`src/sv/sdtq_pkg.sv`:
```
package sdtq_pkg;

    localparam int DEPTH_DEF     = 16;
    localparam int TIME_BITS_DEF = 48;
    localparam int TAG_BITS_DEF  = 32;

    localparam int CMD_W    = 2;
    localparam int STATUS_W = 3;
    localparam int HANDLE_W = 4;
    localparam int OTAG_W   = 32;
    localparam int OTIME_W  = 48;

    typedef enum logic [CMD_W-1:0] {
        CMD_SCHED_REL = 2'd0,
        CMD_SCHED_ABS = 2'd1,
        CMD_CANCEL    = 2'd2,
        CMD_EXPIRE    = 2'd3
    } cmd_t;

    typedef enum logic [STATUS_W-1:0] {
        ST_SCHEDULED = 3'd0,
        ST_FULL      = 3'd1,
        ST_CANCELLED = 3'd2,
        ST_NOT_FOUND = 3'd3,
        ST_EXPIRED   = 3'd4,
        ST_NONE_DUE  = 3'd5
    } status_t;

endpackage

```
`src/sv/sdtq_cmp.sv`:
```
module sdtq_cmp #(
    parameter int TIME_BITS = 48
) (
    input  logic [TIME_BITS-1:0] a,
    input  logic [TIME_BITS-1:0] b,
    output logic                 a_lt_b,
    output logic [TIME_BITS-1:0] a_sub_b
);
    // The one shared subtractor: the borrow gives the compare.
    logic [TIME_BITS:0] diff;

    assign diff    = {1'b0, a} - {1'b0, b};
    assign a_lt_b  = diff[TIME_BITS];
    assign a_sub_b = diff[TIME_BITS-1:0];
endmodule

```
`src/sv/sorted_deadline_timer_queue_unit.sv`:
```
// A schedule searches for the lowest free slot, walks the order list to its place, shifts the
// later entries up and writes the entry before it answers; a full queue answers without search.
// A cancel walks the order list to the handle and shifts the later entries down. An expiry
// shifts the order list one place a cycle for each due entry, then reports the next deadline.
// One request at a time; in_stall stays high until the last result is taken.
// Reset clears control, slot valid bits and the entry count; the stores are undefined.
module sorted_deadline_timer_queue_unit #(
    parameter int DEPTH     = sdtq_pkg::DEPTH_DEF,
    parameter int TIME_BITS = sdtq_pkg::TIME_BITS_DEF,
    parameter int TAG_BITS  = sdtq_pkg::TAG_BITS_DEF
) (
    input  logic                          clk,
    input  logic                          rst_n,
    input  logic                          in_valid,
    output logic                          in_stall,
    input  logic [sdtq_pkg::CMD_W-1:0]    cmd,
    input  logic [TIME_BITS-1:0]          now_time,
    input  logic [TIME_BITS-1:0]          when_time,
    input  logic [TAG_BITS-1:0]           task_tag,
    input  logic [sdtq_pkg::HANDLE_W-1:0] cancel_handle,
    output logic                          out_valid,
    input  logic                          out_stall,
    output logic [sdtq_pkg::STATUS_W-1:0] status,
    output logic [sdtq_pkg::HANDLE_W-1:0] slot_handle,
    output logic [sdtq_pkg::OTAG_W-1:0]   expired_tag,
    output logic                          reload_timer,
    output logic [sdtq_pkg::OTIME_W-1:0]  timer_interval,
    output logic                          last
);
    import sdtq_pkg::*;

    localparam int IW = $clog2(DEPTH);
    localparam int CW = $clog2(DEPTH + 1);

    typedef enum logic [3:0] {
        S_IDLE, S_PREP, S_FREE, S_FIND, S_SHIFT_UP, S_WRITE,
        S_CFIND, S_SHIFT_DN, S_EHEAD, S_EEMIT, S_EOUT, S_EFIN, S_OUT
    } state_t;

    // Request latched on acceptance.
    state_t               state_reg;
    cmd_t                 cmd_reg;
    logic [TIME_BITS-1:0] now_reg, when_reg, dl_reg;
    logic [TAG_BITS-1:0]  tag_reg;
    logic [HANDLE_W-1:0]  handle_reg;

    // Stores. Order list and deadlines are memories walked one place a cycle.
    logic [TIME_BITS-1:0] dl_mem [DEPTH];
    logic [TAG_BITS-1:0]  tag_mem [DEPTH];
    logic [IW-1:0]        ord_mem [DEPTH];
    logic [DEPTH-1:0]     valid_reg;
    logic [CW-1:0]        count_reg;

    logic [CW-1:0]        pos_reg;     // walking position in the order list
    logic [CW-1:0]        ptr_reg;     // shift pointer
    logic [IW-1:0]        slot_reg;
    logic                 after_emit_reg;
    logic                 expired_any_reg;

    // Shared subtractor operands.
    logic [TIME_BITS-1:0] cmp_a, cmp_b, cmp_d;
    logic                 cmp_lt;

    sdtq_cmp #(.TIME_BITS(TIME_BITS)) u_cmp (
        .a(cmp_a), .b(cmp_b), .a_lt_b(cmp_lt), .a_sub_b(cmp_d)
    );

    // Lookups through the order list (combinational within small depth).
    logic [IW-1:0]        ord_at_pos;
    logic [TIME_BITS-1:0] dl_at_pos;
    assign ord_at_pos = ord_mem[pos_reg[IW-1:0]];
    assign dl_at_pos  = dl_mem[ord_at_pos];

    always_comb
    begin
        cmp_a = dl_at_pos;
        cmp_b = dl_reg;
        case (state_reg)
            S_PREP:
            begin
                cmp_a = when_reg;
                cmp_b = now_reg;
            end
            S_FIND:
            begin
                cmp_a = dl_at_pos;
                cmp_b = dl_reg;
            end
            S_EHEAD, S_OUT:
            begin
                cmp_a = now_reg;
                cmp_b = dl_at_pos;
            end
            S_WRITE:
            begin
                cmp_a = dl_reg;
                cmp_b = now_reg;
            end
            S_EFIN:
            begin
                cmp_a = dl_at_pos;
                cmp_b = now_reg;
            end
            default:
            begin
                cmp_a = dl_at_pos;
                cmp_b = dl_reg;
            end
        endcase
    end

    logic [TIME_BITS:0] rel_sum;
    assign rel_sum = {1'b0, now_reg} + {1'b0, when_reg};

    assign in_stall = (state_reg != S_IDLE);

    always_ff @(posedge clk)
    begin
        if (state_reg == S_WRITE)
        begin
            dl_mem[slot_reg]  <= dl_reg;
            tag_mem[slot_reg] <= tag_reg;
        end
        if (state_reg == S_SHIFT_UP && ptr_reg > pos_reg)
            ord_mem[ptr_reg[IW-1:0]] <= ord_mem[ptr_reg[IW-1:0] - IW'(1)];
        else if (state_reg == S_WRITE)
            ord_mem[pos_reg[IW-1:0]] <= slot_reg;
        else if (state_reg == S_SHIFT_DN && (ptr_reg + CW'(1)) < count_reg)
            ord_mem[ptr_reg[IW-1:0]] <= ord_mem[ptr_reg[IW-1:0] + IW'(1)];
    end

    always_ff @(posedge clk or negedge rst_n)
    begin
        if (!rst_n)
        begin
            state_reg       <= S_IDLE;
            valid_reg       <= '0;
            count_reg       <= '0;
            out_valid       <= 1'b0;
            pos_reg         <= '0;
            ptr_reg         <= '0;
            slot_reg        <= '0;
            after_emit_reg  <= 1'b0;
            expired_any_reg <= 1'b0;
            cmd_reg         <= CMD_SCHED_REL;
            status          <= ST_SCHEDULED;
            slot_handle     <= '0;
            expired_tag     <= '0;
            reload_timer    <= 1'b0;
            timer_interval  <= '0;
            last            <= 1'b0;
            now_reg         <= '0;
            when_reg        <= '0;
            dl_reg          <= '0;
            tag_reg         <= '0;
            handle_reg      <= '0;
        end
        else
        begin
            case (state_reg)
                S_IDLE:
                begin
                    if (in_valid)
                    begin
                        cmd_reg         <= cmd_t'(cmd);
                        now_reg         <= now_time;
                        when_reg        <= when_time;
                        tag_reg         <= task_tag;
                        handle_reg      <= cancel_handle;
                        pos_reg         <= '0;
                        slot_reg        <= '0;
                        expired_any_reg <= 1'b0;
                        case (cmd_t'(cmd))
                            CMD_CANCEL: state_reg <= S_CFIND;
                            CMD_EXPIRE: state_reg <= S_EHEAD;
                            default:    state_reg <= S_PREP;
                        endcase
                    end
                end
                S_PREP:
                begin
                    if (cmd_reg == CMD_SCHED_REL)
                        dl_reg <= rel_sum[TIME_BITS] ? '1 : rel_sum[TIME_BITS-1:0];
                    else
                        dl_reg <= cmp_lt ? now_reg : when_reg;
                    if (count_reg >= CW'(DEPTH))
                    begin
                        status         <= ST_FULL;
                        slot_handle    <= '0;
                        expired_tag    <= '0;
                        reload_timer   <= 1'b0;
                        timer_interval <= '0;
                        last           <= 1'b1;
                        out_valid      <= 1'b1;
                        state_reg      <= S_OUT;
                    end
                    else
                        state_reg <= S_FREE;
                end
                S_FREE:
                begin
                    // Lowest free slot, one slot tested a cycle.
                    if (!valid_reg[slot_reg])
                        state_reg <= S_FIND;
                    else
                        slot_reg <= slot_reg + IW'(1);
                end
                S_FIND:
                begin
                    if (pos_reg < count_reg && cmp_lt)
                        pos_reg <= pos_reg + CW'(1);
                    else
                    begin
                        ptr_reg   <= count_reg;
                        state_reg <= S_SHIFT_UP;
                    end
                end
                S_SHIFT_UP:
                begin
                    if (ptr_reg > pos_reg)
                        ptr_reg <= ptr_reg - CW'(1);
                    else
                        state_reg <= S_WRITE;
                end
                S_WRITE:
                begin
                    valid_reg[slot_reg] <= 1'b1;
                    count_reg           <= count_reg + CW'(1);
                    status              <= ST_SCHEDULED;
                    slot_handle         <= HANDLE_W'(slot_reg);
                    expired_tag         <= '0;
                    reload_timer        <= (pos_reg == '0);
                    // The subtractor gives dl - now; a borrow means the deadline has passed.
                    timer_interval      <= (pos_reg == '0 && !cmp_lt) ?
                                           OTIME_W'(cmp_d) : '0;
                    last                <= 1'b1;
                    out_valid           <= 1'b1;
                    state_reg           <= S_OUT;
                end
                S_CFIND:
                begin
                    if (32'(handle_reg) >= DEPTH || !valid_reg[handle_reg[IW-1:0]])
                    begin
                        status         <= ST_NOT_FOUND;
                        slot_handle    <= handle_reg;
                        expired_tag    <= '0;
                        reload_timer   <= 1'b0;
                        timer_interval <= '0;
                        last           <= 1'b1;
                        out_valid      <= 1'b1;
                        state_reg      <= S_OUT;
                    end
                    else if (pos_reg < count_reg &&
                             ord_at_pos != handle_reg[IW-1:0])
                        pos_reg <= pos_reg + CW'(1);
                    else
                    begin
                        valid_reg[handle_reg[IW-1:0]] <= 1'b0;
                        if (pos_reg < count_reg)
                        begin
                            ptr_reg   <= pos_reg;
                            state_reg <= S_SHIFT_DN;
                        end
                        else
                        begin
                            status         <= ST_NOT_FOUND;
                            slot_handle    <= handle_reg;
                            expired_tag    <= '0;
                            reload_timer   <= 1'b0;
                            timer_interval <= '0;
                            last           <= 1'b1;
                            out_valid      <= 1'b1;
                            state_reg      <= S_OUT;
                        end
                    end
                end
                S_SHIFT_DN:
                begin
                    if ((ptr_reg + CW'(1)) < count_reg)
                        ptr_reg <= ptr_reg + CW'(1);
                    else
                    begin
                        count_reg <= count_reg - CW'(1);
                        if (cmd_reg == CMD_EXPIRE)
                        begin
                            pos_reg   <= '0;
                            state_reg <= S_EHEAD;
                        end
                        else
                        begin
                            status         <= ST_CANCELLED;
                            slot_handle    <= handle_reg;
                            expired_tag    <= '0;
                            reload_timer   <= 1'b0;
                            timer_interval <= '0;
                            last           <= 1'b1;
                            out_valid      <= 1'b1;
                            state_reg      <= S_OUT;
                        end
                    end
                end
                S_EHEAD:
                begin
                    // Head due when now >= deadline, that is not (now < dl).
                    if (count_reg != '0 && !cmp_lt)
                    begin
                        if (after_emit_reg)
                        begin
                            // Another entry is due, so the held one is not final.
                            out_valid <= 1'b1;
                            state_reg <= S_EOUT;
                        end
                        else
                        begin
                            status          <= ST_EXPIRED;
                            slot_handle     <= HANDLE_W'(ord_at_pos);
                            expired_tag     <= OTAG_W'(tag_mem[ord_at_pos]);
                            reload_timer    <= 1'b0;
                            timer_interval  <= '0;
                            last            <= 1'b0;
                            expired_any_reg <= 1'b1;
                            state_reg       <= S_EEMIT;
                        end
                    end
                    else
                        state_reg <= S_EFIN;
                end
                S_EEMIT:
                begin
                    // Hold the expired entry until it is known whether it is final.
                    valid_reg[ord_at_pos] <= 1'b0;
                    ptr_reg               <= '0;
                    after_emit_reg        <= 1'b1;
                    state_reg             <= S_SHIFT_DN;
                end
                S_EOUT:
                begin
                    if (!out_stall)
                    begin
                        out_valid      <= 1'b0;
                        after_emit_reg <= 1'b0;
                        state_reg      <= S_EHEAD;
                    end
                end
                S_EFIN:
                begin
                    if (!expired_any_reg)
                    begin
                        status      <= ST_NONE_DUE;
                        slot_handle <= '0;
                        expired_tag <= '0;
                    end
                    reload_timer   <= (count_reg != '0);
                    timer_interval <= (count_reg != '0 && !cmp_lt) ?
                                      OTIME_W'(cmp_d) : '0;
                    last           <= 1'b1;
                    out_valid      <= 1'b1;
                    after_emit_reg <= 1'b0;
                    state_reg      <= S_OUT;
                end
                S_OUT:
                begin
                    if (!out_stall)
                    begin
                        out_valid <= 1'b0;
                        state_reg <= S_IDLE;
                    end
                end
                default: state_reg <= S_IDLE;
            endcase
        end
    end
endmodule

```
`config.mk`:
```
export PLATFORM = sky130hd
export DESIGN_NAME = sorted_deadline_timer_queue_unit
export DESIGN_NICKNAME = d
export VERILOG_FILES = /design/src/sv/sdtq_pkg.sv /design/src/sv/sdtq_cmp.sv /design/src/sv/sorted_deadline_timer_queue_unit.sv
export SDC_FILE = /design/constraint.sdc
export NUM_CORES = 2
export LEC_CHECK = 0
export BUFFER_PORTS_ARGS = -buffer_cell sky130_fd_sc_hd__buf_2
export CORE_ASPECT_RATIO = 0.7
export CORE_UTILIZATION = 43
export DETAILED_ROUTE_END_ITERATION = 8
export PLACE_DENSITY = 0.65
export SETUP_SLACK_MARGIN = 0.3
export SYNTH_ARGS = -nofsm -noshare
export SYNTH_HDL_FRONTEND = slang
export SYNTH_SLANG_ARGS = --single-unit
```
`constraint.sdc`:
```
create_clock -name clk -period 8.6 [get_ports clk]
set_input_delay 1.29 -clock clk [delete_from_list [all_inputs] [get_ports clk]]
set_output_delay 1.29 -clock clk [all_outputs]
set_load 0.01 [all_outputs]
```
# After elaboration in Yosys (flattened, before gate mapping)
# Memories as Yosys holds them, arrays and structs flattened.
# Cells that the tools add are included.
[word_totals]
memories = 3
input_bits = 138
out_inout_bits = 91
reg_bits = 313
ram_bits = 1344
elab_cells = 267
[memory_table]
columns = ["memory", "words", "word_bits", "read_ports", "rd_clocked_by_memory_dff", "wr", "line", "rtl"]
rows = [
  ["dl_mem", 16, 48, 1, 0, 1, "sorted_deadline_timer_queue_unit.sv:48", "logic [TIME_BITS-1:0] dl_mem [DEPTH];"],
  ["tag_mem", 16, 32, 1, 0, 1, "sorted_deadline_timer_queue_unit.sv:49", "logic [TAG_BITS-1:0] tag_mem [DEPTH];"],
  ["ord_mem", 16, 4, 3, 0, 1, "sorted_deadline_timer_queue_unit.sv:50", "logic [IW-1:0] ord_mem [DEPTH];"],
]
[classes]
n_addsub = 10
mux = 133
n_eq_ne = 41
magnitude_cmp = 10
reduce_logical = 43
bitwise = 6
[op_table]
columns = ["operator", "count"]
rows = [
  ["$mux W48", 13],
  ["$mux W32", 9],
  ["$pmux W48 S6", 1],
  ["$pmux W32 S6", 1],
  ["$pmux W48 S3", 1],
  ["$mux W4", 26],
  ["$pmux W48 S2", 1],
  ["$mux W5", 13],
  ["$add A48 B48 Y49", 1],
  ["$sub A48 B48 Y49", 1],
  ["$pmux W16 S3", 1],
  ["$pmux W4 S12", 1],
  ["$ne A2 B2 Y1 const B", 20],
  ["$mux W1", 36],
  ["$and A16 B16 Y16", 2],
  ["$mux W16", 2],
  ["$not A16 Y16", 2],
  ["$mux W3", 10],
  ["$pmux W5 S5", 1],
  ["$pmux W4 S6", 1],
  ["$reduce_and A8 Y1", 3],
  ["$eq A4 B4 Y1 const B", 5],
  ["$pmux W5 S4", 1],
  ["$pmux W3 S6", 1],
  ["other kinds (45)", 90],
]

# Logic depth before layout (Yosys ltp)
[logic_depth]
word_depth = 9
ltp_mapped = 28
depth_no_buf = 20

# By module
# From an unflattened synthesis, not the netlist that was laid out.
[unflattened]
cells_unflattened = 5713
area_unflattened_um2 = 74542.7
[by_module_without_submodules]
columns = ["module", "n_inst", "area_per_inst_um2", "cells_per_inst", "seq_area_each_um2"]
rows = [
  ["sorted_deadline_timer_queue_unit", 1, 71663.7, 5269, 48191.2],
  ["sdtq_cmp", 1, 2879.0, 444, 0.0],
]

# Least setup slack after synthesis
# Ideal clock, no wire load.
[synth_timing]
kind = "register to register"
start = "reg state_reg[0]"
end = "mem dl_mem[0][0] (enable)"
path_stages_with_launch = 8
synth_period_minus_slack_ns = 7.842
setup_slack_ns = 0.758
arrival_time_ns = 7.223
path_buffers = 3
setup_ns = 0.619
required_ns = 7.981
path_cell_list = "dfrtp_1 -> clkbuf_1 -> clkbuf_1 -> nand2_1 -> nor2_1 -> clkbuf_1 -> nand2_1 -> nor3_1"
[synth_between]
elab_chain_len = 3
[synth_rtl]
columns = ["element", "line", "rtl"]
rows = [
  ["start, declared", "sorted_deadline_timer_queue_unit.sv:41", "state_t state_reg;"],
  ["start signal, assigned", "sorted_deadline_timer_queue_unit.sv:136", "state_reg <= S_IDLE;"],
  ["start signal, assigned", "sorted_deadline_timer_queue_unit.sv:174", "CMD_CANCEL: state_reg <= S_CFIND;"],
  ["start signal, assigned", "sorted_deadline_timer_queue_unit.sv:175", "CMD_EXPIRE: state_reg <= S_EHEAD;"],
  ["$eq A4 B3 Y1", "sorted_deadline_timer_queue_unit.sv:119", "if (state_reg == S_WRITE)"],
  ["$mux W1", "sorted_deadline_timer_queue_unit.sv:119", ""],
  ["$mux W1 (not written as such)", "sorted_deadline_timer_queue_unit.sv:121", "dl_mem[slot_reg] <= dl_reg;"],
  ["end, declared", "sorted_deadline_timer_queue_unit.sv:48", ""],
]
# Every way passes these cells.

# Worst setup path after layout
[layout_timing]
start = "reg pos_reg[1]"
end = "reg slot_handle[1] (netlist bit)"
[layout_between]
elab_chain_len = 8
word_cells_on_any_way = 17
cone_classes = "add/sub (1); order compare (1); eq/ne (4); mux (5); reduce/logical (4); memory (2)"
[layout_rtl]
columns = ["element", "line", "rtl"]
rows = [
  ["start, declared", "sorted_deadline_timer_queue_unit.sv:54", "logic [CW-1:0] pos_reg;"],
  ["start signal, assigned", "sorted_deadline_timer_queue_unit.sv:211", "pos_reg <= pos_reg + CW'(1);"],
  ["start signal, assigned", "sorted_deadline_timer_queue_unit.sv:255", "pos_reg <= pos_reg + CW'(1);"],
  ["$mem_v2 Z16 W4", "-", ""],
  ["$mem_v2 Z16 W48", "-", ""],
  ["$pmux W48 S3 or $pmux W48 S2 (tied branches)", "sorted_deadline_timer_queue_unit.sv:78", "case (state_reg)"],
  ["$sub A48 B48 Y49", "sdtq_cmp.sv:12", "assign diff = {1'b0, a} - {1'b0, b};"],
  ["$logic_not A1 Y1", "sorted_deadline_timer_queue_unit.sv:305", "if (count_reg != '0 && !cmp_lt)"],
  ["$logic_and A1 B1 Y1", "sorted_deadline_timer_queue_unit.sv:305", ""],
  ["$ne A2 B2 Y1 (no source line)", "-", ""],
  ["$reduce_and A9 Y1 (no source line)", "-", ""],
  ["end signal, assigned", "sorted_deadline_timer_queue_unit.sv:267", "slot_handle <= handle_reg;"],
  ["end signal, assigned", "sorted_deadline_timer_queue_unit.sv:292", "slot_handle <= handle_reg;"],
  ["end signal, assigned", "sorted_deadline_timer_queue_unit.sv:316", "slot_handle <= HANDLE_W'(ord_at_pos);"],
  ["end, declared", "sorted_deadline_timer_queue_unit.sv:24", "output logic [sdtq_pkg::HANDLE_W-1:0] slot_handle,"],
]
# Parallel ways exist; a longest one is shown, timed or not. The select of a mux whose other input is x is not followed.
# A chain may end at the register's enable or synchronous reset.

==> impl_metrics.tcl <==
set metrics [dict create \
    outcome "complete, no violations" \
    grt_use_total_pct 25.2 \
    fin_ws_ns 0.896 \
    routed_wl_mm 223 \
    rr_endpoint "slot_handle[1]" \
    synth_top_area_share_pct 54.4 \
    drtIter0Drc 6937 \
    finClkSkew_ns 0.0413 \
    setup_violations 0 \
    critPathKind "register to register" \
    relSlewSlack_pct 18.8 \
    fin_crit_ns 7.70 \
    critical_path.cell_chain "clkinv_1, mux2_2, nor2_2, a21oi_4, buf_12, mux2i_1, o22ai_1, or4_1, nor2_1, a21oi_1, ha_1, nand4_1, a2111oi_0, o21ai_1, nand3_1, nand3_2, a2111oi_4, buf_4, o21ai_0, a21oi_4, buf_4, mux2i_1" \
    reg2reg_slack_ns 0.90 \
    ctsResizeCount 0 \
    synth_cells 5538 \
    cts_setup_buffers 0 \
    start_util_pct 43.3 \
    gp_congestion 0.954 \
    first_pass_iters 9 \
    drc_errors 0 \
    row_count 127 \
    synth_ff_type "edfxtp_1" \
    ios 229 \
    synth_area_per_cell_sq_um 13.4 \
    pre_cts_ws_ns 1.03 \
    start_kind "register" \
    cap_violations 0 \
    port_buffers 228 \
    yosysMostFrequentCell "edfxtp_1" \
    dp_hpwl_mm 140 \
    vias 50041 \
    synth_nets 5799 \
    synth_edf_count 1344 \
    ys_types 87 \
    grt_overflow_total 0 \
    clock_latency_ns 0.82 \
    async_flop_share_pct 18.9 \
    fin_setup_tns_ns 0 \
    nFillCells 14676 \
    clk_pin_slew_ns 0.07 \
    rr_startpoint "pos_reg[1]" \
    critPathMaxFanout 48 \
    nets 6000 \
    r2r_cells 22 \
    cp_num_buf_inv 4 \
    cp_slowest_cell "a21oi_4" \
    grt_pass1_vias 47221 \
    largest_reg_flops 768 \
    routedWlPerCell_um 27.4 \
    cts_made_buffers 161 \
    worstPathRequired_ns 9.34 \
    fp.dieW_um 499 \
    ys_warn_count 0 \
    cts_sinks 1657 \
    antenna_found_initial 5 \
    ys_ff_latch 1657 \
    cts_tree "built" \
    mappedNetlistArea_sq_um 74200 \
    hold_path.class "input port to async pin" \
    largest-register "dl_mem" \
    holdBufCountCts 0 \
    rsz0062_at_grt "no" \
    fmax_mhz 130 \
    hold_viol_final 0 \
    fin_cells 8132 \
    min_period_over_period_pct 89.6 \
    dp.cells 7833 \
    drive_gt1_share_pct 13.8 \
    core_sq_um 171000 \
    path_depth 22 \
    synth_area_leaders "edfxtp_1, dfrtp_1, mux2i_1" \
    crit_family "compound AO/OA/AOI/OAI gates" \
    grt_max_degree 111 \
    fp.dieH_um 350 \
    clockBufferDepth 3 \
    htreeDepth 4 \
    worst_slew_pin_slew_ns 1.22 \
    hold-worst-slack_ns 0.493 \
    cts_root_buf "clkbuf_16" \
    synth_common_cells "edfxtp_1, nand2_1, mux2i_1, a21oi_1, dfrtp_1" \
    slowest_delay_ns 0.87 \
    via_per_inst 6.15 \
    synth_area_leader_cell "edfxtp_1" \
    final_antenna_net_count 0 \
    yosysSeqAreaShare_pct 64.9 \
    slew_violations 0 \
    endpoint_kind "register" \
    grt_pass1_wl_mm 325 \
    dieArea_sq_um 174000 \
    area_growth_pct 12.8 \
    worstPathArrival_ns 8.44 \
]
==> cell type report <==
cell class | instances | area [sq um] | share of cell area, %
multi-input cells | 3442 | 24300 | 29.1
repair buffers | 388 | 2560 | 3.06
diodes | 3 | 7.51 | 0.00897
inverters | 89 | 334 | 0.399
flip-flops and latches | 1657 | 48200 | 57.6
well taps | 2257 | 2820 | 3.37
clock buffers | 219 | 4520 | 5.40
clock inverters | 77 | 958 | 1.14
==> cell families (layout without fill, tap and decap cells) <==
family                     Yosys count  count (layout)  share of synthesized area, %
adders and majority gates          123             123                          2.10
and+or+nand+nor                   1325            1325                          7.75
xor gates and xnor gates            99              99                          1.17
AOI/OAI and AO/OA                 1316            1316                          11.9
buffers and inverters              439             773                          2.67
muxes                              579             579                          9.47
other                                0               3                             0
DFF                               1657            1657                          64.9
==> stage by stage <==
stage / cell area, sq um / util (%)
global placement: 78300 / 45.7
finish: 83700 / 48.9
global route: 83700 / 48.9
floorplan: 74200 / -
detailed placement: 78300 / 45.7
CTS: 83700 / 48.9
==> layer usage <==
metal | vias to the layer above | part of all wire [%] | GRT usage [%]
li1 | 21783 | - | -
met1 | 25408 | 46 | 39.8
met2 | 2551 | 42 | 35.0
met3 | 297 | 10 | 4.95
met4 | 2 | 2.3 | 6.50
met5 | - | 0.0058 | 0
==> layout by cell type (no fill, tap or decap), drive strengths merged, types with 110 or more instances in the layout <==
master / count
ha: 120
nor2: 227
o22ai: 173
clkbuf: 219
a221oi: 110
edfxtp: 1344
a21oi: 340
nand2: 795
mux2i: 427
dfrtp: 313
o21ai: 181
buf: 388
==> how the worst max path moves through the flow <==
stage	start	to	slack, ns
2_1_floorplan	state_reg[0]	dl_mem[0][0]	0.76
3_3_place_gp	pos_reg[1]	expired_tag[1]	1.06
4_1_cts	pos_reg[1]	slot_handle[1]	1.01
3_5_place_dp	pos_reg[1]	expired_tag[4]	1.03
6_report	pos_reg[1]	slot_handle[1]	0.90
5_1_grt	pos_reg[1]	timer_interval[43]	0.57
Power is not shown: default switching activity piles up to over one toggle a cycle in this logic, so the estimate is an artifact.
